$ cat src/hw/rtl/pulse_width_card_reader_top_macros.svh
// assertion macros shared by the card reader modules
// each macro expects clk and rst_n in scope
`ifndef PULSE_WIDTH_CARD_READER_TOP_MACROS_SVH
`define PULSE_WIDTH_CARD_READER_TOP_MACROS_SVH

// same-cycle implication
`define PWCR_ASSERT_NOW(label, ante, cons, msg) \
    label: assert property (@(posedge clk) disable iff (!rst_n) (ante) |-> (cons)) \
        else $error(msg);

// next-cycle implication
`define PWCR_ASSERT_NEXT(label, ante, cons, msg) \
    label: assert property (@(posedge clk) disable iff (!rst_n) (ante) |=> (cons)) \
        else $error(msg);

`endif

$ cat src/hw/rtl/pwcr_pkg.sv
// ----------------------------------------------------------------------------
// pwcr_pkg
// Types and constants shared by the pulse width card reader modules.
// ----------------------------------------------------------------------------
`default_nettype none

package pwcr_pkg;

    localparam int TIME_W   = 16;
    localparam int MEMBER_W = 24;
    localparam int SKIP_W   = 3;
    localparam int TICK_W   = 8;
    localparam int IDX_W    = 5;
    localparam int PERSON_W = 16;
    localparam int CARD_BITS = 24;

    localparam int ADDR_W = 4;
    localparam int DATA_W = 32;

    localparam logic [IDX_W-1:0]  CARD_BITS_IDX = IDX_W'(CARD_BITS);
    localparam logic [IDX_W-1:0]  MEMBER_W_IDX  = IDX_W'(MEMBER_W);

    // command codes
    localparam logic CMD_EDGE = 1'b0;
    localparam logic CMD_TICK = 1'b1;

    // register indexes (word address)
    localparam logic [1:0] REG_MEMBER_CARD  = 2'd0;
    localparam logic [1:0] REG_EDGE_SKIP    = 2'd1;
    localparam logic [1:0] REG_UNLOCK_TICKS = 2'd2;

    // reset values
    localparam logic [MEMBER_W-1:0] MEMBER_RESET    = '0;
    localparam logic [SKIP_W-1:0]   EDGE_SKIP_RESET = 3'd4;
    localparam logic [TICK_W-1:0]   TICKS_RESET     = 8'd15;
    localparam logic [SKIP_W-1:0]   SKIP_CNT_RESET  = 3'd2;
    localparam logic [TICK_W-1:0]   COUNTDOWN_RESET = 8'd15;
    localparam logic [PERSON_W-1:0] PERSONS_RESET   = 16'd4;

    typedef struct packed {
        logic              command;
        logic [TIME_W-1:0] capture_time;
    } item_t;

    typedef struct packed {
        logic                unlock;
        logic                card_done;
        logic                card_accepted;
        logic [PERSON_W-1:0] person_count;
    } result_t;

    typedef struct packed {
        logic [MEMBER_W-1:0] member_card;
        logic [SKIP_W-1:0]   edge_skip_after_card;
        logic [TICK_W-1:0]   unlock_ticks;
    } cfg_t;

    typedef struct packed {
        logic done;
        logic accepted;
    } card_evt_t;

endpackage

`default_nettype wire

$ cat src/hw/rtl/pwcr_regs.sv
// ----------------------------------------------------------------------------
// pwcr_regs
// APB configuration registers: member card, edge skip, unlock ticks.
// ----------------------------------------------------------------------------
`default_nettype none

module pwcr_regs (
    input  wire logic                        clk,
    input  wire logic                        rst_n,
    input  wire logic                        psel,
    input  wire logic                        penable,
    input  wire logic                        pwrite,
    input  wire logic [pwcr_pkg::ADDR_W-1:0] paddr,
    input  wire logic [pwcr_pkg::DATA_W-1:0] pwdata,
    output logic      [pwcr_pkg::DATA_W-1:0] prdata,
    output logic                             pready,
    output pwcr_pkg::cfg_t                   cfg
);

    logic [pwcr_pkg::MEMBER_W-1:0] member_reg;
    logic [pwcr_pkg::SKIP_W-1:0]   skip_reg;
    logic [pwcr_pkg::TICK_W-1:0]   ticks_reg;
    logic                          wr_en;
    logic [1:0]                    reg_idx;

    assign pready  = 1'b1;
    assign wr_en   = psel && penable && pwrite;
    assign reg_idx = paddr[3:2];

    always_ff @(posedge clk or negedge rst_n)
    begin
        if (!rst_n)
        begin
            member_reg <= pwcr_pkg::MEMBER_RESET;
            skip_reg   <= pwcr_pkg::EDGE_SKIP_RESET;
            ticks_reg  <= pwcr_pkg::TICKS_RESET;
        end
        else if (wr_en)
        begin
            case (reg_idx)
                pwcr_pkg::REG_MEMBER_CARD:  member_reg <= pwdata[pwcr_pkg::MEMBER_W-1:0];
                pwcr_pkg::REG_EDGE_SKIP:    skip_reg   <= pwdata[pwcr_pkg::SKIP_W-1:0];
                pwcr_pkg::REG_UNLOCK_TICKS: ticks_reg  <= pwdata[pwcr_pkg::TICK_W-1:0];
                default: ;
            endcase
        end
    end

    always_comb
    begin
        case (reg_idx)
            pwcr_pkg::REG_MEMBER_CARD:  prdata = pwcr_pkg::DATA_W'(member_reg);
            pwcr_pkg::REG_EDGE_SKIP:    prdata = pwcr_pkg::DATA_W'(skip_reg);
            pwcr_pkg::REG_UNLOCK_TICKS: prdata = pwcr_pkg::DATA_W'(ticks_reg);
            default:                    prdata = '0;
        endcase
    end

    assign cfg.member_card          = member_reg;
    assign cfg.edge_skip_after_card = skip_reg;
    assign cfg.unlock_ticks         = ticks_reg;

endmodule

`default_nettype wire

$ cat src/hw/rtl/pwcr_decode.sv
// ----------------------------------------------------------------------------
// pwcr_decode
// Edge skipping, narrow/wide interval measurement and card bit matching.
// ----------------------------------------------------------------------------
`default_nettype none

module pwcr_decode (
    input  wire logic                        clk,
    input  wire logic                        rst_n,
    input  wire logic                        step,
    input  wire logic [pwcr_pkg::TIME_W-1:0] capture_time,
    input  wire pwcr_pkg::cfg_t              cfg,
    output pwcr_pkg::card_evt_t              evt
);

    `include "pulse_width_card_reader_top_macros.svh"

    logic [pwcr_pkg::SKIP_W-1:0] skip_reg, skip_next;
    logic                        expect_reg, expect_next;
    logic                        first_reg, first_next;
    logic [pwcr_pkg::TIME_W-1:0] stamp_a_reg, stamp_a_next;
    logic [pwcr_pkg::TIME_W-1:0] stamp_b_reg, stamp_b_next;
    logic [pwcr_pkg::TIME_W-1:0] narrow_reg, narrow_next;
    logic [pwcr_pkg::IDX_W-1:0]  bit_index_reg, bit_index_next;
    logic [pwcr_pkg::IDX_W-1:0]  match_reg, match_next;

    logic [pwcr_pkg::TIME_W-1:0] wide;
    logic                        decoded;
    logic                        want;
    logic [pwcr_pkg::IDX_W-1:0]  idx_inc;
    logic [pwcr_pkg::IDX_W-1:0]  match_inc;

    assign wide      = capture_time - stamp_b_reg;
    assign decoded   = wide > narrow_reg;
    // member bits above the register read as zero
    assign want      = (bit_index_reg < pwcr_pkg::MEMBER_W_IDX) ?
                       cfg.member_card[bit_index_reg] : 1'b0;
    assign idx_inc   = bit_index_reg + 1'b1;
    assign match_inc = (decoded == want) ? match_reg + 1'b1 : match_reg;

    always_comb
    begin
        skip_next      = skip_reg;
        expect_next    = expect_reg;
        first_next     = first_reg;
        stamp_a_next   = stamp_a_reg;
        stamp_b_next   = stamp_b_reg;
        narrow_next    = narrow_reg;
        bit_index_next = bit_index_reg;
        match_next     = match_reg;
        evt            = '0;
        if (step)
        begin
            if (skip_reg != '0)
            begin
                skip_next = skip_reg - 1'b1;
            end
            else if (expect_reg)
            begin
                // second kind: narrow interval
                stamp_b_next = capture_time;
                expect_next  = 1'b0;
                first_next   = 1'b0;
                narrow_next  = capture_time - stamp_a_reg;
            end
            else
            begin
                stamp_a_next = capture_time;
                expect_next  = 1'b1;
                if (!first_reg)
                begin
                    bit_index_next = idx_inc;
                    match_next     = match_inc;
                    if (idx_inc >= pwcr_pkg::CARD_BITS_IDX)
                    begin
                        evt.done       = 1'b1;
                        evt.accepted   = (match_inc == pwcr_pkg::CARD_BITS_IDX);
                        first_next     = 1'b1;
                        bit_index_next = '0;
                        match_next     = '0;
                        skip_next      = cfg.edge_skip_after_card;
                    end
                end
            end
        end
    end

    always_ff @(posedge clk or negedge rst_n)
    begin
        if (!rst_n)
        begin
            skip_reg      <= pwcr_pkg::SKIP_CNT_RESET;
            expect_reg    <= 1'b0;
            first_reg     <= 1'b1;
            stamp_a_reg   <= '0;
            stamp_b_reg   <= '0;
            narrow_reg    <= '0;
            bit_index_reg <= '0;
            match_reg     <= '0;
        end
        else
        begin
            skip_reg      <= skip_next;
            expect_reg    <= expect_next;
            first_reg     <= first_next;
            stamp_a_reg   <= stamp_a_next;
            stamp_b_reg   <= stamp_b_next;
            narrow_reg    <= narrow_next;
            bit_index_reg <= bit_index_next;
            match_reg     <= match_next;
        end
    end

    `PWCR_ASSERT_NOW(a_idx_range, 1'b1, bit_index_reg < pwcr_pkg::CARD_BITS_IDX,
        "bit index past card length")
    `PWCR_ASSERT_NOW(a_match_le_idx, 1'b1, match_reg <= bit_index_reg,
        "more matches than decoded bits")
    `PWCR_ASSERT_NEXT(a_done_resets, evt.done, first_reg && bit_index_reg == '0 && match_reg == '0,
        "card state not cleared after card read")

endmodule

`default_nettype wire

$ cat src/hw/rtl/pwcr_lock.sv
// ----------------------------------------------------------------------------
// pwcr_lock
// Unlock level, tick countdown and person count.
// ----------------------------------------------------------------------------
`default_nettype none

module pwcr_lock (
    input  wire logic                          clk,
    input  wire logic                          rst_n,
    input  wire logic                          tick,
    input  wire pwcr_pkg::card_evt_t           evt,
    input  wire logic [pwcr_pkg::TICK_W-1:0]   unlock_ticks,
    output logic                               unlock,
    output logic      [pwcr_pkg::PERSON_W-1:0] person_count
);

    `include "pulse_width_card_reader_top_macros.svh"

    logic                          armed_reg, armed_next;
    logic [pwcr_pkg::TICK_W-1:0]   count_reg, count_next;
    logic [pwcr_pkg::PERSON_W-1:0] persons_reg, persons_next;
    logic [pwcr_pkg::TICK_W-1:0]   count_dec;

    assign count_dec = count_reg - 1'b1;

    always_comb
    begin
        armed_next   = armed_reg;
        count_next   = count_reg;
        persons_next = persons_reg;
        if (tick && armed_reg)
        begin
            count_next = count_dec;
            if (count_dec == '0)
            begin
                armed_next = 1'b0;
                count_next = unlock_ticks;
            end
        end
        else if (evt.accepted)
        begin
            // a match while open reloads and counts again
            armed_next   = 1'b1;
            count_next   = unlock_ticks;
            persons_next = persons_reg + 1'b1;
        end
    end

    always_ff @(posedge clk or negedge rst_n)
    begin
        if (!rst_n)
        begin
            armed_reg   <= 1'b0;
            count_reg   <= pwcr_pkg::COUNTDOWN_RESET;
            persons_reg <= pwcr_pkg::PERSONS_RESET;
        end
        else
        begin
            armed_reg   <= armed_next;
            count_reg   <= count_next;
            persons_reg <= persons_next;
        end
    end

    assign unlock       = armed_next;
    assign person_count = persons_next;

    `PWCR_ASSERT_NEXT(a_person_inc, evt.accepted && !tick,
        persons_reg == $past(persons_reg) + 1'b1 && armed_reg, "accepted card not counted")
    `PWCR_ASSERT_NEXT(a_locked_tick, tick && !armed_reg,
        !armed_reg && $stable(count_reg), "tick changed a closed lock")

endmodule

`default_nettype wire

$ cat src/hw/rtl/pulse_width_card_reader_top.sv
// ----------------------------------------------------------------------------
// pulse_width_card_reader_top
// Pulse width card reader with door unlock and person counter.
// ----------------------------------------------------------------------------
// Takes one item per clock: an item is captured in an input register, decoded
// by one pass of short logic against the edge and lock state, and its result
// lands in the result register; a new item can enter the input register while
// the last one moves on, so the sustained rate is one item per cycle, limited
// only by the result register being taken. Configuration is written over APB
// at byte addresses 0 (member card), 4 (edge skip after card) and 8 (unlock
// ticks); write it only while no item is in flight.
`default_nettype none

module pulse_width_card_reader_top (
    input  wire logic                        clk,
    input  wire logic                        rst_n,
    input  wire logic                        item_valid,
    output logic                             item_ready,
    input  wire pwcr_pkg::item_t             item,
    output logic                             result_valid,
    input  wire logic                        result_ready,
    output pwcr_pkg::result_t                result,
    input  wire logic                        psel,
    input  wire logic                        penable,
    input  wire logic                        pwrite,
    input  wire logic [pwcr_pkg::ADDR_W-1:0] paddr,
    input  wire logic [pwcr_pkg::DATA_W-1:0] pwdata,
    output logic      [pwcr_pkg::DATA_W-1:0] prdata,
    output logic                             pready
);

    `include "pulse_width_card_reader_top_macros.svh"

    pwcr_pkg::cfg_t      cfg;
    pwcr_pkg::card_evt_t evt;
    pwcr_pkg::item_t     in_reg;
    pwcr_pkg::result_t   out_reg, out_next;
    logic                in_valid_reg;
    logic                out_valid_reg;
    logic                advance;
    logic                fire;
    logic                unlock_nx;
    logic [pwcr_pkg::PERSON_W-1:0] persons_nx;

    assign advance    = !out_valid_reg || result_ready;
    assign fire       = in_valid_reg && advance;
    assign item_ready = !in_valid_reg || advance;

    always_ff @(posedge clk or negedge rst_n)
    begin
        if (!rst_n)
        begin
            in_valid_reg  <= 1'b0;
            out_valid_reg <= 1'b0;
        end
        else
        begin
            if (item_ready)
            begin
                in_valid_reg <= item_valid;
            end
            if (advance)
            begin
                out_valid_reg <= in_valid_reg;
            end
        end
    end

    always_ff @(posedge clk)
    begin
        if (item_valid && item_ready)
        begin
            in_reg <= item;
        end
        if (fire)
        begin
            out_reg <= out_next;
        end
    end

    pwcr_regs u_regs (
        .clk     (clk),
        .rst_n   (rst_n),
        .psel    (psel),
        .penable (penable),
        .pwrite  (pwrite),
        .paddr   (paddr),
        .pwdata  (pwdata),
        .prdata  (prdata),
        .pready  (pready),
        .cfg     (cfg)
    );

    pwcr_decode u_decode (
        .clk          (clk),
        .rst_n        (rst_n),
        .step         (fire && in_reg.command == pwcr_pkg::CMD_EDGE),
        .capture_time (in_reg.capture_time),
        .cfg          (cfg),
        .evt          (evt)
    );

    pwcr_lock u_lock (
        .clk          (clk),
        .rst_n        (rst_n),
        .tick         (fire && in_reg.command == pwcr_pkg::CMD_TICK),
        .evt          (evt),
        .unlock_ticks (cfg.unlock_ticks),
        .unlock       (unlock_nx),
        .person_count (persons_nx)
    );

    always_comb
    begin
        out_next.unlock        = unlock_nx;
        out_next.card_done     = evt.done;
        out_next.card_accepted = evt.accepted;
        out_next.person_count  = persons_nx;
    end

    assign result_valid = out_valid_reg;
    assign result       = out_reg;

    `PWCR_ASSERT_NOW(a_acc_done, out_valid_reg && out_reg.card_accepted,
        out_reg.card_done && out_reg.unlock, "accepted card without done or unlock")
    `PWCR_ASSERT_NEXT(a_fire_loads, fire,
        out_valid_reg, "processed item produced no result")

endmodule

`default_nettype wire
$ cat config.mk
export PLATFORM = sky130hd
export DESIGN_NAME = pulse_width_card_reader_top
export DESIGN_NICKNAME = d
export VERILOG_FILES = /design/src/hw/rtl/pwcr_pkg.sv /design/src/hw/rtl/pwcr_regs.sv /design/src/hw/rtl/pwcr_decode.sv /design/src/hw/rtl/pwcr_lock.sv /design/src/hw/rtl/pulse_width_card_reader_top.sv
export VERILOG_INCLUDE_DIRS = /design/src /design/src/hw/rtl
export SDC_FILE = /design/constraint.sdc
export NUM_CORES = 1
export LEC_CHECK = 0
export ABC_AREA = 1
export BUFFER_PORTS_ARGS = -buffer_cell sky130_fd_sc_hd__buf_4
export CORE_ASPECT_RATIO = 1.25
export CORE_MARGIN = 1.5
export CORE_UTILIZATION = 46
export DETAILED_ROUTE_END_ITERATION = 6
export GPL_TIMING_DRIVEN = 0
export MAX_ROUTING_LAYER = met4
export PLACE_DENSITY = 0.76
export SYNTH_ARGS = -nofsm -noshare
export SYNTH_HDL_FRONTEND = slang
export SYNTH_SLANG_ARGS = --single-unit
$ cat constraint.sdc
create_clock -name clk -period 10 [get_ports clk]
set_input_delay 1.5 -clock clk [delete_from_list [all_inputs] [get_ports clk]]
set_output_delay 1.5 -clock clk [all_outputs]
set_load 0.01 [all_outputs]
==> impl_metrics.prom <==
# TYPE chip_impl_metric gauge
chip_impl_metric{name="ctsResizeCount",unit=""} 0
chip_impl_metric{name="layout-drive-gt1-share",unit="%"} 14.5
chip_impl_metric{name="timing.final.crit_share",unit="%"} 49.2
chip_impl_metric{name="antenna_found_initial",unit=""} 0
chip_impl_metric{name="cts.sink_count",unit=""} 161
chip_impl_metric{name="chipHeight",unit="um"} 159
chip_impl_metric{name="clk_path_buf_depth",unit=""} 2
chip_impl_metric{name="clkTransAtPathRegs",unit="ns"} 0.07
chip_impl_metric{name="timing.final.crit_period",unit="ns"} 4.92
chip_impl_info{name="rr_startpoint",value="in_reg[2]"} 1
chip_impl_metric{name="synth_seq_area_share",unit="%"} 47.1
chip_impl_info{name="critical-path-top-cell-by-count",value="sky130_fd_sc_hd__nand2_1"} 1
chip_impl_info{name="critical_path_class",value="reg2reg"} 1
chip_impl_metric{name="power.density",unit="mW/mm^2"} 273
chip_impl_metric{name="slew_violations",unit=""} 0
chip_impl_metric{name="worst_clock_skew",unit="ns"} 0.0116
chip_impl_metric{name="clock_latency",unit="ns"} 0.43
chip_impl_metric{name="synthCells",unit=""} 1073
chip_impl_metric{name="synth-edff-count",unit=""} 36
chip_impl_metric{name="async_reset_ff_share",unit="%"} 77.6
chip_impl_metric{name="fin_tns_setup",unit="ns"} 0
chip_impl_metric{name="syn_avg_cell_area",unit="um^2"} 8.35
chip_impl_info{name="grt_setup_unrepaired",value="no"} 1
chip_impl_metric{name="ioPinCount",unit=""} 114
chip_impl_metric{name="antenna_cells_inserted",unit=""} 0
chip_impl_metric{name="drt_iter0_markers",unit=""} 364
chip_impl_metric{name="irDropWorstVdd",unit="V"} 0.000155
chip_impl_metric{name="critical_path.max_stage_delay",unit="ns"} 0.46
chip_impl_metric{name="hold_viol_final",unit=""} 0
chip_impl_info{name="hold_path.class",value="reg2reg"} 1
chip_impl_metric{name="worst-slew-pin-transition",unit="ns"} 0.858
chip_impl_info{name="setup.worst_path.start_class",value="register"} 1
chip_impl_metric{name="fp.coreArea",unit="mm^2"} 0.0189
chip_impl_metric{name="largest_register_ff_count",unit=""} 24
chip_impl_metric{name="cp.arrival",unit="ns"} 5.09
chip_impl_metric{name="area.growth.synth_to_final",unit="%"} 18.3
chip_impl_metric{name="post-route-worst-setup-slack",unit="ns"} 5.08
chip_impl_metric{name="drt-pass1-iter-count",unit=""} 7
chip_impl_metric{name="routed_wire_length_per_instance",unit="um"} 14.0
chip_impl_metric{name="place.detailed.hpwl",unit="um"} 15000
chip_impl_metric{name="track_usage",unit="%"} 21.3
chip_impl_metric{name="cts_max_level",unit=""} 4
chip_impl_metric{name="post_drt_via_cell_ratio",unit=""} 5.08
chip_impl_metric{name="via_count",unit=""} 7311
chip_impl_info{name="critPathCaptureType",value="register"} 1
chip_impl_info{name="worstPathCellList",value="ha_1 > nand2_1 > o21ai_0 > a31oi_1 > o21ai_0 > a21boi_0 > o21bai_1 > a21oi_1 > xnor2_1 > ha_1 > nand2_1 > nor2_1 > nand2_1 > inv_1 > nand2_1 > a21oi_1 > nand2_1 > nand3_1 > nand2_1 > nor2_4 > buf_2 > nand3_1 > nand2_1 > nand2_1"} 1
chip_impl_info{name="worstSetupStartpoint",value="in_reg[2]"} 1
chip_impl_info{name="clockRootBuffer",value="sky130_fd_sc_hd__clkbuf_16"} 1
chip_impl_metric{name="fp.dieArea",unit="mm^2"} 0.0203
chip_impl_info{name="layout_common_cells",value="sky130_fd_sc_hd__nand2_1 (254), sky130_fd_sc_hd__inv_1 (160), sky130_fd_sc_hd__dfrtp_1 (113)"} 1
chip_impl_metric{name="stdcell_area",unit="mm^2"} 0.0106
chip_impl_metric{name="synthesis.yosys.warnings",unit=""} 0
chip_impl_metric{name="final_nets",unit=""} 1310
chip_impl_info{name="rr_endpoint",value="result[7]"} 1
chip_impl_metric{name="vias_in_the_first_global_route",unit=""} 7265
chip_impl_metric{name="cts-buffers-inserted",unit=""} 17
chip_impl_metric{name="grt_remaining_overflow",unit=""} 0
chip_impl_metric{name="worst_ep_required_time",unit="ns"} 10.17
chip_impl_metric{name="number_of_distinct_standard_cells_referenced_by_the_synthesized_netlist",unit=""} 49
chip_impl_metric{name="critical_path.max_fanout",unit=""} 10
chip_impl_metric{name="std_cell_rows",unit=""} 56
chip_impl_metric{name="drc_errors",unit=""} 0
chip_impl_metric{name="grt_start_max_net_pins",unit=""} 92
chip_impl_metric{name="cts.hold.buffers_added",unit=""} 0
chip_impl_metric{name="number_of_nets_with_antenna_violations_after_detailed_routing",unit=""} 0
chip_impl_metric{name="synth_seq_cells",unit=""} 161
chip_impl_metric{name="fmax",unit="GHz"} 0.203
chip_impl_info{name="most_common_cell_after_layout_fill_and_taps_aside",value="sky130_fd_sc_hd__nand2_1"} 1
chip_impl_metric{name="power.static_leakage",unit="nW"} 5.26
chip_impl_info{name="post_synth_top_flop",value="sky130_fd_sc_hd__dfrtp_1"} 1
chip_impl_metric{name="grt_first_pass_wirelength",unit="um"} 33800
chip_impl_metric{name="die_w",unit="um"} 128
chip_impl_metric{name="worstRegToRegCells",unit=""} 24
chip_impl_metric{name="dp_slack",unit="ns"} 5.14
chip_impl_metric{name="globalplace.congestion",unit=""} 0.895
chip_impl_metric{name="timing.max_slew.rel_slack",unit="%"} 42.8
chip_impl_metric{name="setup_viol",unit=""} 0
chip_impl_metric{name="routed_wire_length",unit="um"} 20100
chip_impl_info{name="slowest_stage",value="sky130_fd_sc_hd__edfxtp_1"} 1
chip_impl_metric{name="max_cap_violations",unit=""} 0
chip_impl_metric{name="timing.reg2reg.setup_slack",unit="ns"} 5.08
chip_impl_info{name="tritoncts_clock_tree",value="done"} 1
chip_impl_metric{name="synth.cell_area",unit="mm^2"} 0.00896
chip_impl_metric{name="io_buffer_count",unit=""} 94
chip_impl_info{name="worstSetupEndpoint",value="result[7]"} 1
chip_impl_metric{name="post-cts-setup-buffer-count",unit=""} 0
chip_impl_metric{name="placed_area",unit="mm^2"} 0.0100
chip_impl_info{name="outcome",value="finished, final reports clean"} 1
chip_impl_metric{name="initial_utilization",unit="%"} 47.4
## kinds of logic after synthesis
family / Yosys count / share of synthesized area (%)
and+or+nand+nor: 429 / 20.7
buffers and inverters: 198 / 8.91
AOI/OAI and AO/OA: 189 / 11.5
DFF: 161 / 47.1
adders and majority gates: 56 / 7.99
xor gates and xnor gates: 38 / 3.71
other: 2 / 0.0838
## report_power, final
part	internal, mW	total (mW)	leakage [nW]	switching (mW)
combinational	0.489	1.29	3.19	0.806
sequential	0.853	0.953	1.78	0.0997
clock	0.337	0.644	0.292	0.307
total	1.68	2.89	5.26	1.21
## worst min-delay path by stage
stage / endpoint / startpoint / cells after the start
6_report: u_decode.narrow_reg[1] / u_decode.narrow_reg[1] / 2
2_1_floorplan: u_decode.narrow_reg[10] / u_decode.narrow_reg[10] / 2
4_1_cts: u_decode.narrow_reg[1] / u_decode.narrow_reg[1] / 2
3_5_place_dp: u_decode.narrow_reg[12] / u_decode.narrow_reg[12] / 2
3_3_place_gp: u_regs.member_reg[5] / u_regs.member_reg[5] / 2
5_1_grt: u_regs.member_reg[6] / u_regs.member_reg[6] / 2
## per-layer routing
layer	vias to the layer above	global-route usage, %	part of all wire [%]	wire length (um)
li1	3717	-	-	-
met4	0	9.04	2.5	506
met5	-	-	0	0
met1	3399	23.8	41	8210
met2	155	37.3	53	10600
met3	40	3.49	4.0	795
## Yosys cell counts, types with 2 or more instances
| library cell | number | share of area, % |
|---|---|---|
| sky130_fd_sc_hd__nand2_1 | 254 | 11 |
| sky130_fd_sc_hd__inv_1 | 160 | 6.7 |
| sky130_fd_sc_hd__dfrtp_1 | 113 | 32 |
| sky130_fd_sc_hd__o21ai_0 | 103 | 5.8 |
| sky130_fd_sc_hd__nor2_1 | 73 | 3.1 |
| sky130_fd_sc_hd__nand3_1 | 57 | 3.2 |
| sky130_fd_sc_hd__ha_1 | 54 | 7.5 |
| sky130_fd_sc_hd__a21oi_1 | 49 | 2.7 |
| sky130_fd_sc_hd__edfxtp_1 | 36 | 12 |
| sky130_fd_sc_hd__xor2_1 | 25 | 2.4 |
| sky130_fd_sc_hd__nand4_1 | 16 | 1.1 |
| sky130_fd_sc_hd__clkbuf_1 | 15 | 0.63 |
| sky130_fd_sc_hd__xnor2_1 | 13 | 1.3 |
| sky130_fd_sc_hd__dfstp_2 | 12 | 3.5 |
| sky130_fd_sc_hd__buf_4 | 10 | 0.84 |
| sky130_fd_sc_hd__nor3_1 | 10 | 0.56 |
| sky130_fd_sc_hd__o22ai_1 | 9 | 0.63 |
| sky130_fd_sc_hd__a31oi_1 | 6 | 0.42 |
| sky130_fd_sc_hd__a21o_1 | 5 | 0.42 |
| sky130_fd_sc_hd__inv_2 | 5 | 0.21 |
| sky130_fd_sc_hd__nand2_2 | 4 | 0.28 |
| sky130_fd_sc_hd__a21boi_0 | 3 | 0.25 |
| sky130_fd_sc_hd__buf_1 | 3 | 0.13 |
| sky130_fd_sc_hd__a22o_1 | 2 | 0.20 |
| sky130_fd_sc_hd__buf_2 | 2 | 0.11 |
| sky130_fd_sc_hd__buf_6 | 2 | 0.25 |
| sky130_fd_sc_hd__conb_1 | 2 | 0.084 |
| sky130_fd_sc_hd__fa_1 | 2 | 0.45 |
| sky130_fd_sc_hd__nand3_2 | 2 | 0.22 |
| sky130_fd_sc_hd__nand3_4 | 2 | 0.39 |
| sky130_fd_sc_hd__nand3b_1 | 2 | 0.17 |
| sky130_fd_sc_hd__nor2_4 | 2 | 0.25 |
| sky130_fd_sc_hd__o211ai_1 | 2 | 0.17 |
| sky130_fd_sc_hd__o221ai_1 | 2 | 0.20 |
| sky130_fd_sc_hd__or2_2 | 2 | 0.14 |
## cell type report
cell class / count / area [um^2]
Tap cell: 232 / 290
Multi-Input combinational cell: 721 / 3960
Clock inverter: 15 / 164
Clock buffer: 17 / 425
Inverter: 166 / 623
Fill cell: 1714 / 8320
Sequential cell: 161 / 4220
Buffer: 32 / 175
Timing Repair Buffer: 95 / 737
## stage by stage
step	utilization, %	hold slack [ns]	instances	power [mW]
6_report	56.0	0.483	1439	2.89
5_1_grt	56.0	0.506	1439	3.14
4_1_cts	56.0	0.490	1439	2.91
3_5_place_dp	52.9	0.473	1407	2.25
3_3_place_gp	52.8	0.467	1406	2.20
2_1_floorplan	-	0.453	1080	1.93
## worst max-delay path: cells and delay by family (launching register included)
family,cells,cell delay [ns]
xor gates and xnor gates,1,0.13
adders and majority gates,2,0.70
AOI/OAI and AO/OA,7,1.75
DFF,1,0.46
buffers and inverters,2,0.33
and+or+nand+nor,12,1.30
Note: power is estimated with default switching activity, not from simulation.
